==> config.mk <==
export PLATFORM = sky130hd
export DESIGN_NAME = compass_heading_with_offset_calibration_flat
export DESIGN_NICKNAME = d
export VERILOG_FILES = /design/src/hdl/chc_pkg.sv /design/src/hdl/chc_if.sv /design/src/hdl/chc_cordic_step.sv /design/src/hdl/chc_heading.sv /design/src/hdl/compass_heading_with_offset_calibration.sv /design/src/flat_wrapper.sv
export SDC_FILE = /design/constraint.sdc
export NUM_CORES = 1
export LEC_CHECK = 0
export BUFFER_PORTS_ARGS = -buffer_cell sky130_fd_sc_hd__clkbuf_2
export CAP_MARGIN = 20
export CORE_MARGIN = 1.5
export CORE_UTILIZATION = 25
export CTS_BUF_LIST = sky130_fd_sc_hd__clkbuf_8
export DETAILED_ROUTE_END_ITERATION = 16
export MAX_ROUTING_LAYER = met4
export SYNTH_ARGS = -nofsm -noshare
export SYNTH_HDL_FRONTEND = slang
export SYNTH_HIERARCHICAL = 1
export SYNTH_SLANG_ARGS = --single-unit
==> constraint.sdc <==
create_clock -name clk -period 9.1 [get_ports clk]
set_clock_uncertainty 0.15 [all_clocks]
set_input_delay 1.82 -clock clk [delete_from_list [all_inputs] [get_ports clk]]
set_output_delay 1.82 -clock clk [all_outputs]
set_load 0.05 [all_outputs]
==> src/hdl/chc_pkg.sv <==
`timescale 1ns / 1ps

package chc_pkg;

  localparam int DATA_W               = 16;
  localparam int OP_W                 = 2;
  localparam int HEAD_W               = 15;
  localparam int HEADING_FRAC_BITS_DEF = 6;

  localparam int IN_SHIFT     = 14;
  localparam int CORDIC_STEPS = 16;
  localparam int STEP_W       = 4;
  localparam int ACC_FRAC     = 16;
  localparam int XY_W         = 34;
  localparam int ACC_W        = 27;
  localparam int ATAN_W       = 22;

  localparam logic signed [ACC_W-1:0] DEG180_ACC = ACC_W'(180 * 65536);
  localparam logic signed [ACC_W-1:0] DEG360_ACC = ACC_W'(360 * 65536);

  localparam logic signed [DATA_W-1:0] TRACK_MIN_ARM = 16'sh7FFF;
  localparam logic signed [DATA_W-1:0] TRACK_MAX_ARM = 16'sh8000;

  localparam logic [OP_W-1:0] OP_MEASURE = 2'd0;
  localparam logic [OP_W-1:0] OP_CAL     = 2'd1;
  localparam logic [OP_W-1:0] OP_FINISH  = 2'd2;

  typedef struct packed {
    logic busy;
    logic done;
  } hdg_stat_t;

  // Arctangent of 2^-i in degrees, scaled by 2^16 and rounded.
  function automatic logic [ATAN_W-1:0] atan_q16(input logic [STEP_W-1:0] idx);
    logic [ATAN_W-1:0] t;
    unique case (idx)
      4'd0:  t = 22'd2949120;
      4'd1:  t = 22'd1740967;
      4'd2:  t = 22'd919879;
      4'd3:  t = 22'd466945;
      4'd4:  t = 22'd234379;
      4'd5:  t = 22'd117304;
      4'd6:  t = 22'd58666;
      4'd7:  t = 22'd29335;
      4'd8:  t = 22'd14668;
      4'd9:  t = 22'd7334;
      4'd10: t = 22'd3667;
      4'd11: t = 22'd1833;
      4'd12: t = 22'd917;
      4'd13: t = 22'd458;
      4'd14: t = 22'd229;
      4'd15: t = 22'd115;
      default: t = '0;
    endcase
    return t;
  endfunction

  // Midpoint of two signed words, truncated toward zero.
  function automatic logic signed [DATA_W-1:0] midpoint(
    input logic signed [DATA_W-1:0] a,
    input logic signed [DATA_W-1:0] b
  );
    logic signed [DATA_W:0] s;
    s = {a[DATA_W-1], a} + {b[DATA_W-1], b};
    if (s[DATA_W]) begin
      s = s + (DATA_W+1)'(1);
    end
    s = s >>> 1;
    return s[DATA_W-1:0];
  endfunction

endpackage

==> src/hdl/chc_if.sv <==
`timescale 1ns / 1ps

interface chc_in_if;
  logic                                valid;
  logic                                ready;
  logic [chc_pkg::OP_W-1:0]            op;
  logic signed [chc_pkg::DATA_W-1:0]   raw_x;
  logic signed [chc_pkg::DATA_W-1:0]   raw_y;
  logic signed [chc_pkg::DATA_W-1:0]   raw_z;

  modport source (output valid, op, raw_x, raw_y, raw_z, input ready);
  modport sink   (input valid, op, raw_x, raw_y, raw_z, output ready);
endinterface

interface chc_out_if;
  logic                                valid;
  logic                                ready;
  logic signed [chc_pkg::DATA_W-1:0]   corrected_x;
  logic signed [chc_pkg::DATA_W-1:0]   corrected_y;
  logic signed [chc_pkg::DATA_W-1:0]   z_out;
  logic [chc_pkg::HEAD_W-1:0]          heading;
  logic signed [chc_pkg::DATA_W-1:0]   offset_x_now;
  logic signed [chc_pkg::DATA_W-1:0]   offset_y_now;

  modport source (output valid, corrected_x, corrected_y, z_out, heading, offset_x_now,
                  offset_y_now, input ready);
  modport sink   (input valid, corrected_x, corrected_y, z_out, heading, offset_x_now,
                  offset_y_now, output ready);
endinterface

==> src/hdl/chc_cordic_step.sv <==
`timescale 1ns / 1ps

module chc_cordic_step (
  input  logic signed [chc_pkg::XY_W-1:0]   x_i,
  input  logic signed [chc_pkg::XY_W-1:0]   y_i,
  input  logic signed [chc_pkg::ACC_W-1:0]  acc_i,
  input  logic [chc_pkg::STEP_W-1:0]        idx_i,
  output logic signed [chc_pkg::XY_W-1:0]   x_o,
  output logic signed [chc_pkg::XY_W-1:0]   y_o,
  output logic signed [chc_pkg::ACC_W-1:0]  acc_o
);
  import chc_pkg::*;

  logic signed [XY_W-1:0]  xs;
  logic signed [XY_W-1:0]  ys;
  logic signed [ACC_W-1:0] t;

  always_comb begin
    xs = x_i >>> idx_i;
    ys = y_i >>> idx_i;
    t  = signed'({{(ACC_W-ATAN_W){1'b0}}, atan_q16(idx_i)});
    if (!y_i[XY_W-1]) begin
      x_o   = x_i + ys;
      y_o   = y_i - xs;
      acc_o = acc_i + t;
    end else begin
      x_o   = x_i - ys;
      y_o   = y_i + xs;
      acc_o = acc_i - t;
    end
  end

endmodule

==> src/hdl/chc_heading.sv <==
`timescale 1ns / 1ps

module chc_heading #(
  parameter int HEADING_FRAC_BITS = chc_pkg::HEADING_FRAC_BITS_DEF
) (
  input  logic                               clk,
  input  logic                               rst_n,
  input  logic                               start_i,
  input  logic signed [chc_pkg::DATA_W-1:0]  cx_i,
  input  logic signed [chc_pkg::DATA_W-1:0]  cy_i,
  output chc_pkg::hdg_stat_t                 stat_o,
  output logic [chc_pkg::HEAD_W-1:0]         heading_o
);
  import chc_pkg::*;

  localparam int RND_SH = ACC_FRAC - HEADING_FRAC_BITS;
  localparam int HALF_I = 1 << (RND_SH - 1);
  localparam int FULL_I = 360 << HEADING_FRAC_BITS;
  localparam logic [ACC_W-1:0] HALF = ACC_W'(HALF_I);
  localparam logic [ACC_W-1:0] FULL = ACC_W'(FULL_I);
  localparam logic [STEP_W-1:0] LAST_STEP = STEP_W'(CORDIC_STEPS - 1);

  logic                     run_r;
  logic                     rnd_r;
  logic                     done_r;
  logic [STEP_W-1:0]        cnt_r;
  logic signed [XY_W-1:0]   x_r;
  logic signed [XY_W-1:0]   y_r;
  logic signed [ACC_W-1:0]  acc_r;
  logic                     zero_r;
  logic [HEAD_W-1:0]        heading_r;

  logic signed [XY_W-1:0]   x_step;
  logic signed [XY_W-1:0]   y_step;
  logic signed [ACC_W-1:0]  acc_step;
  logic signed [XY_W-1:0]   x_ld;
  logic signed [XY_W-1:0]   y_ld;
  logic [ACC_W-1:0]         acc_pos;
  logic [ACC_W-1:0]         rnd_q;
  logic [ACC_W-1:0]         rnd_w;
  logic [HEAD_W-1:0]        heading_nxt;

  chc_cordic_step u_step (
    .x_i   (x_r),
    .y_i   (y_r),
    .acc_i (acc_r),
    .idx_i (cnt_r),
    .x_o   (x_step),
    .y_o   (y_step),
    .acc_o (acc_step)
  );

  assign x_ld = {{(XY_W-DATA_W-IN_SHIFT){cx_i[DATA_W-1]}}, cx_i, {IN_SHIFT{1'b0}}};
  assign y_ld = {{(XY_W-DATA_W-IN_SHIFT){cy_i[DATA_W-1]}}, cy_i, {IN_SHIFT{1'b0}}};

  always_comb begin
    acc_pos = acc_r[ACC_W-1] ? unsigned'(acc_r + DEG360_ACC) : unsigned'(acc_r);
    rnd_q   = (acc_pos + HALF) >> RND_SH;
    rnd_w   = (rnd_q >= FULL) ? (rnd_q - FULL) : rnd_q;
    heading_nxt = zero_r ? '0 : rnd_w[HEAD_W-1:0];
  end

  always_ff @(posedge clk) begin
    if (!rst_n) begin
      run_r  <= 1'b0;
      rnd_r  <= 1'b0;
      done_r <= 1'b0;
      cnt_r  <= '0;
    end else begin
      done_r <= 1'b0;
      if (start_i) begin
        run_r <= 1'b1;
        cnt_r <= '0;
      end else if (run_r) begin
        cnt_r <= cnt_r + STEP_W'(1);
        if (cnt_r == LAST_STEP) begin
          run_r <= 1'b0;
          rnd_r <= 1'b1;
        end
      end else if (rnd_r) begin
        rnd_r  <= 1'b0;
        done_r <= 1'b1;
      end
    end
  end

  always_ff @(posedge clk) begin
    if (start_i) begin
      zero_r <= (cx_i == '0) && (cy_i == '0);
      if (cx_i[DATA_W-1]) begin
        x_r   <= -x_ld;
        y_r   <= -y_ld;
        acc_r <= DEG180_ACC;
      end else begin
        x_r   <= x_ld;
        y_r   <= y_ld;
        acc_r <= '0;
      end
    end else if (run_r) begin
      x_r   <= x_step;
      y_r   <= y_step;
      acc_r <= acc_step;
    end
    if (rnd_r) begin
      heading_r <= heading_nxt;
    end
  end

  assign stat_o.busy = run_r || rnd_r;
  assign stat_o.done = done_r;
  assign heading_o   = heading_r;

endmodule

==> src/hdl/compass_heading_with_offset_calibration.sv <==
`timescale 1ns / 1ps

// Compass heading with hard-iron offset calibration.
// The input channel carries an op code and raw X, Y and Z magnetometer words.
// A measure transaction subtracts the stored X and Y offsets and returns the
// heading in 1/64 degree steps; a calibration transaction widens the raw X and
// Y min/max trackers; a finish transaction loads each offset with the midpoint
// of its trackers and re-arms them. Every input transaction yields exactly one
// result transaction carrying the corrected pair, Z, the heading and the
// offsets in force afterwards.
// From input acceptance to result valid the block updates the offsets and
// trackers, runs sixteen iterations of the shared CORDIC step unit, rounds
// the angle and writes the output register. One item is processed at a time.
// The result sits in an output register, so a new input is taken while a
// finished result still waits; a stalled receiver holds the block only once
// the next result is ready to be written.
// Synchronous reset clears the offsets to zero, arms the trackers and empties
// the output register.
module compass_heading_with_offset_calibration #(
  parameter int HEADING_FRAC_BITS = chc_pkg::HEADING_FRAC_BITS_DEF
) (
  input logic       clk,
  input logic       rst_n,
  chc_in_if.sink    in_chan,
  chc_out_if.source out_chan
);
  import chc_pkg::*;

  typedef enum logic [3:0] {
    ST_IDLE  = 4'b0001,
    ST_PREP  = 4'b0010,
    ST_RUN   = 4'b0100,
    ST_DRAIN = 4'b1000
  } state_t;

  state_t state_r;
  state_t state_nxt;

  logic [OP_W-1:0]          op_r;
  logic signed [DATA_W-1:0] rx_r;
  logic signed [DATA_W-1:0] ry_r;
  logic signed [DATA_W-1:0] rz_r;
  logic signed [DATA_W-1:0] cx_r;
  logic signed [DATA_W-1:0] cy_r;

  logic signed [DATA_W-1:0] off_x_r;
  logic signed [DATA_W-1:0] off_y_r;
  logic signed [DATA_W-1:0] min_x_r;
  logic signed [DATA_W-1:0] max_x_r;
  logic signed [DATA_W-1:0] min_y_r;
  logic signed [DATA_W-1:0] max_y_r;
  logic signed [DATA_W-1:0] off_x_nxt;
  logic signed [DATA_W-1:0] off_y_nxt;
  logic signed [DATA_W-1:0] min_x_nxt;
  logic signed [DATA_W-1:0] max_x_nxt;
  logic signed [DATA_W-1:0] min_y_nxt;
  logic signed [DATA_W-1:0] max_y_nxt;
  logic signed [DATA_W-1:0] cx_nxt;
  logic signed [DATA_W-1:0] cy_nxt;

  logic                     out_valid_r;
  logic signed [DATA_W-1:0] out_cx_r;
  logic signed [DATA_W-1:0] out_cy_r;
  logic signed [DATA_W-1:0] out_z_r;
  logic [HEAD_W-1:0]        out_head_r;
  logic signed [DATA_W-1:0] out_offx_r;
  logic signed [DATA_W-1:0] out_offy_r;

  logic                     in_fire;
  logic                     prep;
  logic                     load_out;
  hdg_stat_t                hdg_stat;
  logic [HEAD_W-1:0]        hdg_heading;

  assign in_fire  = in_chan.valid && in_chan.ready;
  assign prep     = (state_r == ST_PREP);
  assign load_out = (state_r == ST_DRAIN) && (!out_valid_r || out_chan.ready);

  always_comb begin
    off_x_nxt = off_x_r;
    off_y_nxt = off_y_r;
    min_x_nxt = min_x_r;
    max_x_nxt = max_x_r;
    min_y_nxt = min_y_r;
    max_y_nxt = max_y_r;
    unique case (op_r)
      OP_CAL: begin
        if (rx_r < min_x_r) min_x_nxt = rx_r;
        if (rx_r > max_x_r) max_x_nxt = rx_r;
        if (ry_r < min_y_r) min_y_nxt = ry_r;
        if (ry_r > max_y_r) max_y_nxt = ry_r;
      end
      OP_FINISH: begin
        off_x_nxt = midpoint(max_x_r, min_x_r);
        off_y_nxt = midpoint(max_y_r, min_y_r);
        min_x_nxt = TRACK_MIN_ARM;
        max_x_nxt = TRACK_MAX_ARM;
        min_y_nxt = TRACK_MIN_ARM;
        max_y_nxt = TRACK_MAX_ARM;
      end
      default: begin
      end
    endcase
    cx_nxt = rx_r - off_x_nxt;
    cy_nxt = ry_r - off_y_nxt;
  end

  always_comb begin
    state_nxt = state_r;
    unique case (state_r)
      ST_IDLE:  if (in_fire) state_nxt = ST_PREP;
      ST_PREP:  state_nxt = ST_RUN;
      ST_RUN:   if (hdg_stat.done) state_nxt = ST_DRAIN;
      ST_DRAIN: if (load_out) state_nxt = ST_IDLE;
      default:  state_nxt = ST_IDLE;
    endcase
  end

  chc_heading #(
    .HEADING_FRAC_BITS (HEADING_FRAC_BITS)
  ) u_heading (
    .clk       (clk),
    .rst_n     (rst_n),
    .start_i   (prep),
    .cx_i      (cx_nxt),
    .cy_i      (cy_nxt),
    .stat_o    (hdg_stat),
    .heading_o (hdg_heading)
  );

  always_ff @(posedge clk) begin
    if (!rst_n) begin
      state_r     <= ST_IDLE;
      out_valid_r <= 1'b0;
      off_x_r     <= '0;
      off_y_r     <= '0;
      min_x_r     <= TRACK_MIN_ARM;
      max_x_r     <= TRACK_MAX_ARM;
      min_y_r     <= TRACK_MIN_ARM;
      max_y_r     <= TRACK_MAX_ARM;
    end else begin
      state_r <= state_nxt;
      if (load_out) begin
        out_valid_r <= 1'b1;
      end else if (out_chan.ready) begin
        out_valid_r <= 1'b0;
      end
      if (prep) begin
        off_x_r <= off_x_nxt;
        off_y_r <= off_y_nxt;
        min_x_r <= min_x_nxt;
        max_x_r <= max_x_nxt;
        min_y_r <= min_y_nxt;
        max_y_r <= max_y_nxt;
      end
    end
  end

  always_ff @(posedge clk) begin
    if (in_fire) begin
      op_r <= in_chan.op;
      rx_r <= in_chan.raw_x;
      ry_r <= in_chan.raw_y;
      rz_r <= in_chan.raw_z;
    end
    if (prep) begin
      cx_r <= cx_nxt;
      cy_r <= cy_nxt;
    end
    if (load_out) begin
      out_cx_r   <= cx_r;
      out_cy_r   <= cy_r;
      out_z_r    <= rz_r;
      out_head_r <= hdg_heading;
      out_offx_r <= off_x_r;
      out_offy_r <= off_y_r;
    end
  end

  assign in_chan.ready         = (state_r == ST_IDLE);
  assign out_chan.valid        = out_valid_r;
  assign out_chan.corrected_x  = out_cx_r;
  assign out_chan.corrected_y  = out_cy_r;
  assign out_chan.z_out        = out_z_r;
  assign out_chan.heading      = out_head_r;
  assign out_chan.offset_x_now = out_offx_r;
  assign out_chan.offset_y_now = out_offy_r;

endmodule

==> src/flat_wrapper.sv <==
// flat-port wrapper written by rule: the top's interface ports become plain ports
module compass_heading_with_offset_calibration_flat import chc_pkg::*;
#(
  parameter int HEADING_FRAC_BITS = chc_pkg::HEADING_FRAC_BITS_DEF
)
  (clk, rst_n, in_chan_valid, in_chan_op, in_chan_raw_x, in_chan_raw_y, in_chan_raw_z, in_chan_ready, out_chan_valid, out_chan_corrected_x, out_chan_corrected_y, out_chan_z_out, out_chan_heading, out_chan_offset_x_now, out_chan_offset_y_now, out_chan_ready);
  chc_in_if in_chan_i ();
  chc_out_if out_chan_i ();
  input logic clk;
  input logic rst_n;
  input wire logic [$bits(in_chan_i.valid)-1:0] in_chan_valid;
  input wire logic [$bits(in_chan_i.op)-1:0] in_chan_op;
  input wire logic [$bits(in_chan_i.raw_x)-1:0] in_chan_raw_x;
  input wire logic [$bits(in_chan_i.raw_y)-1:0] in_chan_raw_y;
  input wire logic [$bits(in_chan_i.raw_z)-1:0] in_chan_raw_z;
  output wire logic [$bits(in_chan_i.ready)-1:0] in_chan_ready;
  output wire logic [$bits(out_chan_i.valid)-1:0] out_chan_valid;
  output wire logic [$bits(out_chan_i.corrected_x)-1:0] out_chan_corrected_x;
  output wire logic [$bits(out_chan_i.corrected_y)-1:0] out_chan_corrected_y;
  output wire logic [$bits(out_chan_i.z_out)-1:0] out_chan_z_out;
  output wire logic [$bits(out_chan_i.heading)-1:0] out_chan_heading;
  output wire logic [$bits(out_chan_i.offset_x_now)-1:0] out_chan_offset_x_now;
  output wire logic [$bits(out_chan_i.offset_y_now)-1:0] out_chan_offset_y_now;
  input wire logic [$bits(out_chan_i.ready)-1:0] out_chan_ready;
  assign in_chan_i.valid = in_chan_valid;
  assign in_chan_i.op = in_chan_op;
  assign in_chan_i.raw_x = in_chan_raw_x;
  assign in_chan_i.raw_y = in_chan_raw_y;
  assign in_chan_i.raw_z = in_chan_raw_z;
  assign in_chan_ready = in_chan_i.ready;
  assign out_chan_valid = out_chan_i.valid;
  assign out_chan_corrected_x = out_chan_i.corrected_x;
  assign out_chan_corrected_y = out_chan_i.corrected_y;
  assign out_chan_z_out = out_chan_i.z_out;
  assign out_chan_heading = out_chan_i.heading;
  assign out_chan_offset_x_now = out_chan_i.offset_x_now;
  assign out_chan_offset_y_now = out_chan_i.offset_y_now;
  assign out_chan_i.ready = out_chan_ready;
  compass_heading_with_offset_calibration #(.HEADING_FRAC_BITS(HEADING_FRAC_BITS)) u_core (.clk(clk), .rst_n(rst_n), .in_chan(in_chan_i), .out_chan(out_chan_i));
endmodule
# Word level (Yosys, flattened, before mapping)
# Memory sizes are Yosys's and may differ from the RTL's. A register that Yosys moved wholly into a read port is not among the register bits.
# Index checks and enable logic that the tools add are counted.
[word_totals] mem_count=1 regBits=396 mem_bits_ro=352 output_inout_bits=97 input_bits=54
[mem_list] memory="(name not given)" words=16 width=22 rd=1 rd_clocked_by_memory_dff=1 write_ports=0 line_no="chc_pkg.sv:36" source="unique case (idx)"
[classes] magnitude_cmp=5 mux=40 reduce_logical=18 bitwise=2 eq_ne=15 addsub=18 shift=2
[ops] op="2-to-1 mux 34 bit" count=8
[ops] op="case mux 16 bit (2 select lines)" count=4
[ops] op="2-to-1 mux 27 bit" count=4
[ops] op="2-to-1 mux 16 bit" count=6
[ops] op="adder 34 bit" count=2
[ops] op="negator 30 -> 34 bit" count=2
[ops] op=">>> shifter 34 x 4 -> 34 bit" count=2
[ops] op="subtractor 34 bit" count=2
[ops] op="adder 16 x 16 -> 17 bit" count=2
[ops] op="adder 17 x 2 -> 17 bit, second input constant" count=2
[ops] op="2-to-1 mux 17 bit" count=2
[ops] op="greater-than comparator 16 bit" count=2
[ops] op="logical NOT 16 bit" count=2
[ops] op="less-than comparator 16 bit" count=2
[ops] op="subtractor 16 bit" count=2
[ops] op="adder 27 x 10 -> 27 bit, second input constant" count=1
[ops] op="adder 27 x 23 -> 27 bit" count=1
[ops] op="adder 27 x 26 -> 27 bit, second input constant" count=1
[ops] op="subtractor 27 x 23 -> 27 bit" count=1
[ops] op="2-to-1 mux 24 bit" count=1
[ops] op="2-to-1 mux 4 bit" count=5
[ops] op="greater-or-equal comparator 17 x 15 -> 1 bit, second input constant" count=1
[ops] op="case mux 4 bit (4 select lines)" count=1
[ops] op="2-to-1 mux 15 bit" count=1
[ops] op="other kinds (20)" count=43

# Logic depth before layout (Yosys ltp)
# Gate-level depths: netlist of run 1.
[logic_depth] ltp_word=8 depth_mapped=32 mapped_depth_nobuf=32

# Hierarchy
# The synthesis of run 1 kept the hierarchy.
[by_module_without_submodules] module="compass_heading_with_offset_calibration" instances=1 seq_area_each_um2=7337.0 area_each_um2=14914.3 cells_each=1437
[by_module_without_submodules] module="chc_cordic_step" instances=1 seq_area_each_um2=0.0 area_each_um2=10684.0 cells_each=1445
[by_module_without_submodules] module="chc_heading" instances=1 seq_area_each_um2=3473.3 area_each_um2=6180.9 cells_each=535

# Least setup slack after synthesis of run 1
# OpenSTA, ideal clock, no wires.
[synth_path] path_kind="input port to flip-flop" start="input out_chan_ready" end="register u_core.out_cx_r[0] (netlist: u_core/out_chan.corrected_x[0]), enable pin" arrival_time_ps=6168 stages=2 n_path_buf=0 required_ps=8390 slack_ps=2222 cell_sequence="nand2b_1 nor2b_1"
[synth_via] elab_chain_cells=2
[synth_rtl] item="start: declaration" line_no="flat_wrapper.sv:24" source="input wire logic [$bits(out_chan_i.ready)-1:0] out_chan_ready;"
[synth_rtl] item="logical OR 1 bit" line_no="compass_heading_with_offset_calibration.sv:77" source="assign load_out = (state_r == ST_DRAIN) && (!out_valid_r || out_chan.ready);"
[synth_rtl] item="logical AND 1 bit" line_no="compass_heading_with_offset_calibration.sv:77"
[synth_rtl] item="named net u_core.load_out" line_no="compass_heading_with_offset_calibration.sv:71" source="logic load_out;"
[synth_rtl] item="end signal: assignment" line_no="compass_heading_with_offset_calibration.sv:171" source="out_cx_r <= cx_r;"
[synth_rtl] item="end: declaration" line_no="compass_heading_with_offset_calibration.sv:62" source="logic signed [DATA_W-1:0] out_cx_r;"
# The timed path passes the listed nets, and every way through them passes these cells.
# A chain may end at the register's enable or synchronous reset.

# Final worst setup path of run 1
[layout_path] start="register u_core.max_y_r[0]" end="register u_core.u_heading.y_r[33], data pin"
[layout_via] elab_chain_cells=8
[layout_rtl] item="start: declaration" line_no="compass_heading_with_offset_calibration.sv:51" source="logic signed [DATA_W-1:0] max_y_r;"
[layout_rtl] item="start signal: assignment" line_no="compass_heading_with_offset_calibration.sv:154" source="max_y_r <= max_y_nxt;"
[layout_rtl] item="adder 16 x 16 -> 17 bit *" line_no="chc_pkg.sv:64" source="s = {a[DATA_W-1], a} + {b[DATA_W-1], b};"
[layout_rtl] item="adder 17 x 2 -> 17 bit" line_no="chc_pkg.sv:66" source="s = s + (DATA_W+1)'(1);"
[layout_rtl] item="2-to-1 mux 17 bit *" line_no="chc_pkg.sv:65" source="if (s[DATA_W]) begin"
[layout_rtl] item="2-to-1 mux 16 bit *" line_no="compass_heading_with_offset_calibration.sv:86" source="unique case (op_r)"
[layout_rtl] item="named net u_core.off_y_nxt[0]" line_no="compass_heading_with_offset_calibration.sv:53" source="logic signed [DATA_W-1:0] off_y_nxt;"
[layout_rtl] item="subtractor 16 bit *" line_no="compass_heading_with_offset_calibration.sv:105" source="cy_nxt = ry_r - off_y_nxt;"
[layout_rtl] item="named net u_core.cy_nxt[14]" line_no="compass_heading_with_offset_calibration.sv:59" source="logic signed [DATA_W-1:0] cy_nxt;"
[layout_rtl] item="negator 30 -> 34 bit *" line_no="chc_heading.sv:92" source="y_r <= -y_ld;"
[layout_rtl] item="2-to-1 mux 34 bit *" line_no="chc_heading.sv:90" source="if (cx_i[DATA_W-1]) begin"
[layout_rtl] item="2-to-1 mux 34 bit *" line_no="chc_heading.sv:88" source="if (start_i) begin"
[layout_rtl] item="end signal: assignment" line_no="chc_heading.sv:92"
[layout_rtl] item="end signal: assignment" line_no="chc_heading.sv:96" source="y_r <= y_ld;"
[layout_rtl] item="end signal: assignment" line_no="chc_heading.sv:101" source="y_r <= y_step;"
[layout_rtl] item="end: declaration" line_no="chc_heading.sv:28" source="logic signed [XY_W-1:0] y_r;"
# The timed path passes the listed nets; every way through them passes the cells marked *.

==> key figures, run 1 <==
Status
  • Status: finished, final reports clean

Critical path
  • Critical path required time: 9.44 ns
  • Max stage delay on crit path: 0.41 ns
  • Crit path max fanout: 6
  • R2R cell count: 32
  • WS Path Type: reg -> reg
  • Critical Path Source Type: flop
  • Reg2reg end: u_core/u_heading/y_r[33]$_DFFE_PP_
  • Slowest CP cell: fa_1
  • RR Startpoint: u_core/max_y_r[0]$_SDFFE_PN0P_
  • R2R Setup Slk: 1.57 ns
  • CP startpoint: u_core/max_y_r[0]$_SDFFE_PN0P_
  • Worst setup EP type: flop
  • WP data arrival: about 7.9 ns

Global routing
  • First-pass GRT wire length: around 140 mm
  • Vias in the first global route: 24,900
  • Grt total ovfl: 0
  • Antenna violations before repair: 2
  • Total Routing Usage GR: 13.6%
  • Largest net degree at the start of global routing: 78

STA
  • Max-slew violations: 0
  • Setup TNS Final: 0 ns
  • Fmax: 0.133 GHz
  • Worst hold slack: 0.257 ns
  • Tcrit/Tclk final: 82.8%
  • RSZ-0062 raised after global routing: no
  • Final Hold Violating Endpoints: 0
  • Worst slew margin: 31.2%
  • Tmin final: 7.53 ns
  • Final setup fails: 0
  • Tightest Pin Transition: 1.02 ns

Routing
  • Initial DRC Count: 2,029
  • Drt drc: 0
  • Drt first pass iters: 8
  • WL per Instance: 17.0 um
  • Final Routed Wirelength: 88.8 mm
  • DR vias: 26,500
  • Vias per inst: 5.07
  • DRT antenna net count: 0

Clock network
  • CTS max path bufs: 3
  • Post-cts hold buffer count: 0
  • Root buf cell: clkbuf_8
  • Postcts setup bufs: 0
  • CTS tree: yes
  • Worst-Skew Late Latency: 0.76 ns
  • TritonCTS buffer count: 77
  • Clk sinks: 396
  • H-tree depth: 3
  • Post-CTS Resized: 0
  • Clk slew on worst S/H paths: ~0.06 ns

Floorplan
  • Die X-Extent: 360 um
  • CORE AREA: approximately 0.13 sq mm
  • Ports: 151
  • Die area: approximately 0.13 sq mm
  • Die Ht: 360 um
  • # rows: 130
  • Initial Util: 25.2%

Yosys
  • YS warnings: 6
  • Syn Area/Cell: 9.30 sq um
  • Synthesized Nets: 3,696
  • Post-Syn Area: 0.0318 sq mm
  • Mapped Cells: 3,416

Placement
  • Gp weighted congestion: 0.892
  • Placed Cells: 5,079
  • Post-DP HPWL: approximately 65 mm
  • Port bufs: 150

Final layout
  • Final core occ: 28.3%
  • FF+latch area: 0.0108 sq mm
  • Synthesis-to-layout area growth: 12.3%
  • Layout Cells excl Fill: 5,222
  • Layout cell share with drive strength beyond 1: 13.1%
  • Layout Nets: 3,788
  • Multi-input gate area: 0.0197 sq mm
  • Layout fillers: 13,400

Power
  • PD cells: 179 mW/mm^2
  • Worst vdd ir: 0.122 mV
  • Total chip power: 6.40 mW
  • Lkg Pwr: 13.7 nW

Flow run
  • Max-cap viol count: 0

Min path
  • Hold EP: u_core/out_chan.z_out[8]$_DFFE_PP_
  • Worst Hold Depth: 0
  • Hold Path Class: reg -> reg
  • Hold Path Origin: u_core/rz_r[8]$_DFFE_PP_
[layout make-up]
type	instances	area share (%)
inverter	156	1.66
multi-input combinational	2694	55.1
clock buffer	83	3.20
tap	1650	5.79
sequential	396	30.3
timing repair buffer	183	2.82
clock inverter	59	1.11
antenna	1	0.00701
[worst max-delay path, delay by kind of cell, from the launching register on]
kind	cells	cell delay, ns
DFF	1	0.36
xor gates and xnor gates	1	0.13
and+or+nand+nor	8	1.55
buffers and inverters	2	0.11
adders and majority gates	6	1.88
AOI/OAI and AO/OA	15	3.07
[power by group]
part	internal [mW]	switching, mW
Combinational	0.993	1.38
Sequential	2.10	0.114
Clock	0.945	0.866
Total	4.04	2.36
[registers in the layout, indices dropped and copies added, names as in the netlist, 15 cells and up]
register	count
u_core/out_chan.corrected_y	16
u_core/u_heading/x_r	34
u_core/cy_r	16
u_core/off_y_r	16
u_core/u_heading/acc_r	27
u_core/out_chan.heading	15
u_core/out_chan.corrected_x	16
u_core/max_x_r	16
u_core/cx_r	16
u_core/out_chan.offset_y_now	16
u_core/max_y_r	16
u_core/ry_r	16
u_core/off_x_r	16
u_core/out_chan.offset_x_now	16
u_core/out_chan.z_out	16
u_core/rz_r	16
u_core/u_heading/y_r	34
u_core/min_y_r	16
u_core/min_x_r	16
u_core/u_heading/heading_o	15
u_core/rx_r	16
[how the worst max path moves through the flow]
| stage | end | slack (ns) | cells after the start |
|---|---|---|---|
| 6_report | u_core/u_heading/y_r[33]$_DFFE_PP_ | 1.57 | 32 |
| 5_1_grt | u_core/u_heading/y_r[33]$_DFFE_PP_ | 1.01 | 32 |
| 4_1_cts | u_core/u_heading/y_r[31]$_DFFE_PP_ | 1.55 | 32 |
| 3_5_place_dp | u_core/u_heading/y_r[29]$_DFFE_PP_ | 1.60 | 32 |
| 3_3_place_gp | u_core/u_heading/y_r[29]$_DFFE_PP_ | 1.70 | 32 |
| 2_1_floorplan | u_core/out_chan.corrected_x[0]$_DFFE_PP_ | 2.22 | 2 |
[cell usage in the layout, fill, tap and decap left out, types with 29 or more instances in the layout]
| cell | instances |
|---|---|
| o21ai_0 | 154 |
| edfxtp_1 | 288 |
| a211oi_1 | 31 |
| nand4_1 | 56 |
| nand2_1 | 291 |
| inv_1 | 175 |
| xnor2_1 | 174 |
| nor3_1 | 75 |
| clkbuf_2 | 150 |
| xor2_1 | 102 |
| o21a_1 | 37 |
| nor4_1 | 37 |
| nand2b_1 | 41 |
| nor2b_1 | 97 |
| mux2_2 | 32 |
| a31oi_1 | 49 |
| dfxtp_1 | 104 |
| ha_1 | 219 |
| clkbuf_8 | 83 |
| buf_4 | 32 |
| nor2_1 | 301 |
| a21o_1 | 67 |
| o31ai_1 | 29 |
| mux4_2 | 56 |
| a21oi_1 | 300 |
| mux2i_1 | 70 |
| nand3_1 | 56 |
[through the flow]
stage	worst slack, ns	instance area, sq um
after floorplan	2.22	31800
after global placement	1.70	34100
after detailed placement	1.60	34100
after CTS	1.55	35700
after global routing	1.01	35700
final	1.57	35700
[layer usage]
metal  global-route usage [%]  wire length, um  up-vias
met4                     4.10             2210        0
met3                     2.21             5200      159
met2                     21.6            40900      810
li1                         -                -    12900
met5                        -                0        -
met1                     17.9            40500    12600
No activity file was read; power rests on OpenSTA's default activity.
==> inputs of run 2 (changes only) <==
- clock period: 9.1 -> 7.56 ns (I/O delays scaled with it)
==> run 2 against run 1 <==
Effect of this change: global-route usage is 0.19 points higher; via count down 0.37%; clock power up 13%; first-iteration DRC count decreased by 6.1%; critical path depth down 4; maximum frequency rose by 6.9%; count of clock-buffer cells in the layout shrank 5; sequential power up 20%.
==> key figures, run 2 (synthesis results as in run 1) <==
Status
  • Status: finished, final reports clean (unchanged)

Global routing
  • Largest net degree at the start of global routing: 88 (was 78)
  • Grt peak-use layer: met2 (unchanged)
  • Grt total ovfl: 0 (unchanged)
  • Met1 usage: 18.1% (was 17.9%)
  • Global routing usage on met3: 2.44% (was 2.21%)
  • Vias in the first global route: 24,800 (was 24,900)
  • Met2 GRT Util: 21.7% (was 21.6%)
  • Total Routing Usage GR: 13.8% (was 13.6%)
  • Antenna violations before repair: 2 (unchanged)
  • First-pass GRT wire length: 140 mm (was 139 mm)

Power
  • Worst vdd ir: 0.134 mV (was 0.122 mV)
  • PD cells: 213 mW/mm^2 (was 179 mW/mm^2)
  • Lkg Pwr: 13.7 nW (about the same)

Routing
  • Drt drc: 0 (unchanged)
  • DR vias: 26,400 (was 26,500)
  • Initial DRC Count: 1,906 (was 2,029)
  • WL per Instance: 17.1 um (was 17.0 um)
  • Final Routed Wirelength: 89.6 mm (was 88.8 mm)
  • DRT antenna net count: 0 (unchanged)
  • Drt first pass iters: 6 (was 8)
  • Vias per inst: 5.04 (was 5.07)

Critical path
  • RR Startpoint: u_core/min_x_r[0]$_SDFFE_PN1P_ (was u_core/max_y_r[0]$_SDFFE_PN0P_)
  • WP data arrival: 7.49 ns (was 7.87 ns)
  • R2R Setup Slk: 0.52 ns (was 1.57 ns)
  • Max stage delay on crit path: 0.60 ns (was 0.41 ns)
  • Crit path max fanout: 8 (was 6)
  • Delay-heaviest family, CP: compound AO/OA/AOI/OAI gates (unchanged)
  • Slowest CP cell: or4_1 (was fa_1)
  • Worst setup EP type: flop (unchanged)
  • Critical Path Source Type: flop (unchanged)
  • Buf/Inv on CP: 2 (unchanged)
  • R2R cell count: 28 (was 32)
  • Critical path required time: 8.00 ns (was 9.44 ns)
  • WS Path Type: reg -> reg (unchanged)
  • Reg2reg end: u_core/u_heading/zero_r$_DFFE_PP_ (was u_core/u_heading/y_r[33]$_DFFE_PP_)

Floorplan
  • CORE AREA: 0.126 sq mm (unchanged)
  • Ports: 151 (unchanged)
  • # rows: 130 (unchanged)
  • Die area: 0.129 sq mm (unchanged)
  • Initial Util: 25.2% (unchanged)
  • Die Ht: 360 um (unchanged)
  • Die X-Extent: 360 um (unchanged)

Flow run
  • Max-cap viol count: 0 (unchanged)

Placement
  • Port bufs: 150 (unchanged)
  • Gp weighted congestion: 0.881 (was 0.892)
  • Post-DP HPWL: 65.3 mm (was 64.6 mm)
  • DP Area: 0.0343 sq mm (was 0.0341 sq mm)

Clock network
  • Worst-Skew Late Latency: 0.76 ns (about the same)
  • Root buf cell: clkbuf_8 (unchanged)
  • Clk sinks: 396 (unchanged)
  • CTS max path bufs: 3 (unchanged)
  • Post-cts hold buffer count: 0 (unchanged)
  • TritonCTS buffer count: 73 (was 77)
  • CTS tree: yes (unchanged)
  • Clk slew on worst S/H paths: 0.06 ns (about the same)
  • H-tree depth: 3 (unchanged)

Min path
  • Hold Path Origin: u_core/u_heading/heading_o[11]$_SDFFCE_PP0P_ (was u_core/rz_r[8]$_DFFE_PP_)
  • Hold EP: u_core/out_chan.heading[11]$_DFFE_PP_ (was u_core/out_chan.z_out[8]$_DFFE_PP_)
  • Hold Path Class: reg -> reg (unchanged)
  • Worst Hold Depth: 0 (unchanged)

Final layout
  • Final Instance Area: 0.0357 sq mm (about the same)
  • Largest registers: u_core/u_heading/x_r x34, u_core/u_heading/y_r x34, u_core/u_heading/acc_r x27 (unchanged)
  • Layout fillers: 13,500 (was 13,400)
  • Layout Nets: 3,797 (was 3,788)
  • Synthesis-to-layout area growth: 12.3% (about the same)
  • Layout cell share with drive strength beyond 1: 13.3% (was 13.1%)
  • Final core occ: 28.3% (about the same)
  • Most frequent cells in the layout: nor2_1 (299), a21oi_1 (299), nand2_1 (291), edfxtp_1 (288), ha_1 (219) (was nor2_1 (301), a21oi_1 (300), nand2_1 (291), edfxtp_1 (288), ha_1 (219))

STA
  • Fmax: 0.142 GHz (was 0.133 GHz)
  • Tcrit/Tclk final: 93.2% (was 82.8%)
  • Tightest Pin Transition: 0.962 ns (was 1.02 ns)
  • Tmin final: 7.04 ns (was 7.53 ns)
  • Final Hold Violating Endpoints: 0 (unchanged)
  • Final setup fails: 0 (unchanged)
  • Max-slew violations: 0 (unchanged)
  • Worst slew margin: 35.8% (was 31.2%)
## run 2: worst max path at each step
stage	startpoint	to	slack, ns	depth (start not counted)
3_3_place_gp	u_core/min_y_r[0]$_SDFFE_PN1P_	u_core/u_heading/y_r[29]$_DFFE_PP_	0.20	32
5_1_grt	u_core/max_y_r[0]$_SDFFE_PN0P_	u_core/u_heading/y_r[33]$_DFFE_PP_	-0.002	32
3_5_place_dp	u_core/max_y_r[0]$_SDFFE_PN0P_	u_core/u_heading/y_r[29]$_DFFE_PP_	0.16	32
4_1_cts	u_core/max_y_r[0]$_SDFFE_PN0P_	u_core/u_heading/y_r[33]$_DFFE_PP_	0.09	32
6_report	u_core/min_x_r[0]$_SDFFE_PN1P_	u_core/u_heading/zero_r$_DFFE_PP_	0.52	28
2_1_floorplan	u_core/min_y_r[0]$_SDFFE_PN1P_	u_core/u_heading/y_r[29]$_DFFE_PP_	0.86	32
## run 2: power breakdown
group	switching (mW)	internal (mW)	total (mW)
clock	1.01	1.03	2.04
combinational	1.68	1.22	2.90
sequential	0.135	2.53	2.67
total	2.82	4.78	7.61
## run 2: layout make-up
class	count	area (sq um)	area share [%]
Timing Repair Buffer	196	1120	3.14
Clock buffer	78	1070	3.01
Multi-Input combinational cell	2694	19700	55.2
Tap cell	1650	2060	5.79
Sequential cell	396	10800	30.3
Clock inverter	54	318	0.891
Antenna cell	1	2.50	0.00701
Inverter	156	591	1.65
## run 2: what timing repair did
item,CTS,global route
resized for setup,0,9
endpoints found under the setup margin,0,23
setup buffers,0,0
## run 2: routing by layer
metal / up-vias / part of all wire (%)
met3: 149 / 5.8
met4: 0 / 2.5
met1: 12600 / 45
met5: - / 0
li1: 12900 / -
met2: 697 / 46
## run 2: per-stage QoR
step / power (mW) / setup WS, ns / hold slack [ns] / std cells / TNS, ns
after detailed placement: 5.57 / 0.155 / 0.255 / 5092 / 0
after global placement: 5.53 / 0.203 / 0.251 / 5092 / 0
final: 7.61 / 0.515 / 0.266 / 5225 / 0
after floorplan: 4.87 / 0.860 / 0.250 / 3416 / 0
after CTS: 7.68 / 0.0946 / 0.264 / 5224 / 0
after global routing: 8.11 / -0.00160 / 0.270 / 5225 / -0.00160
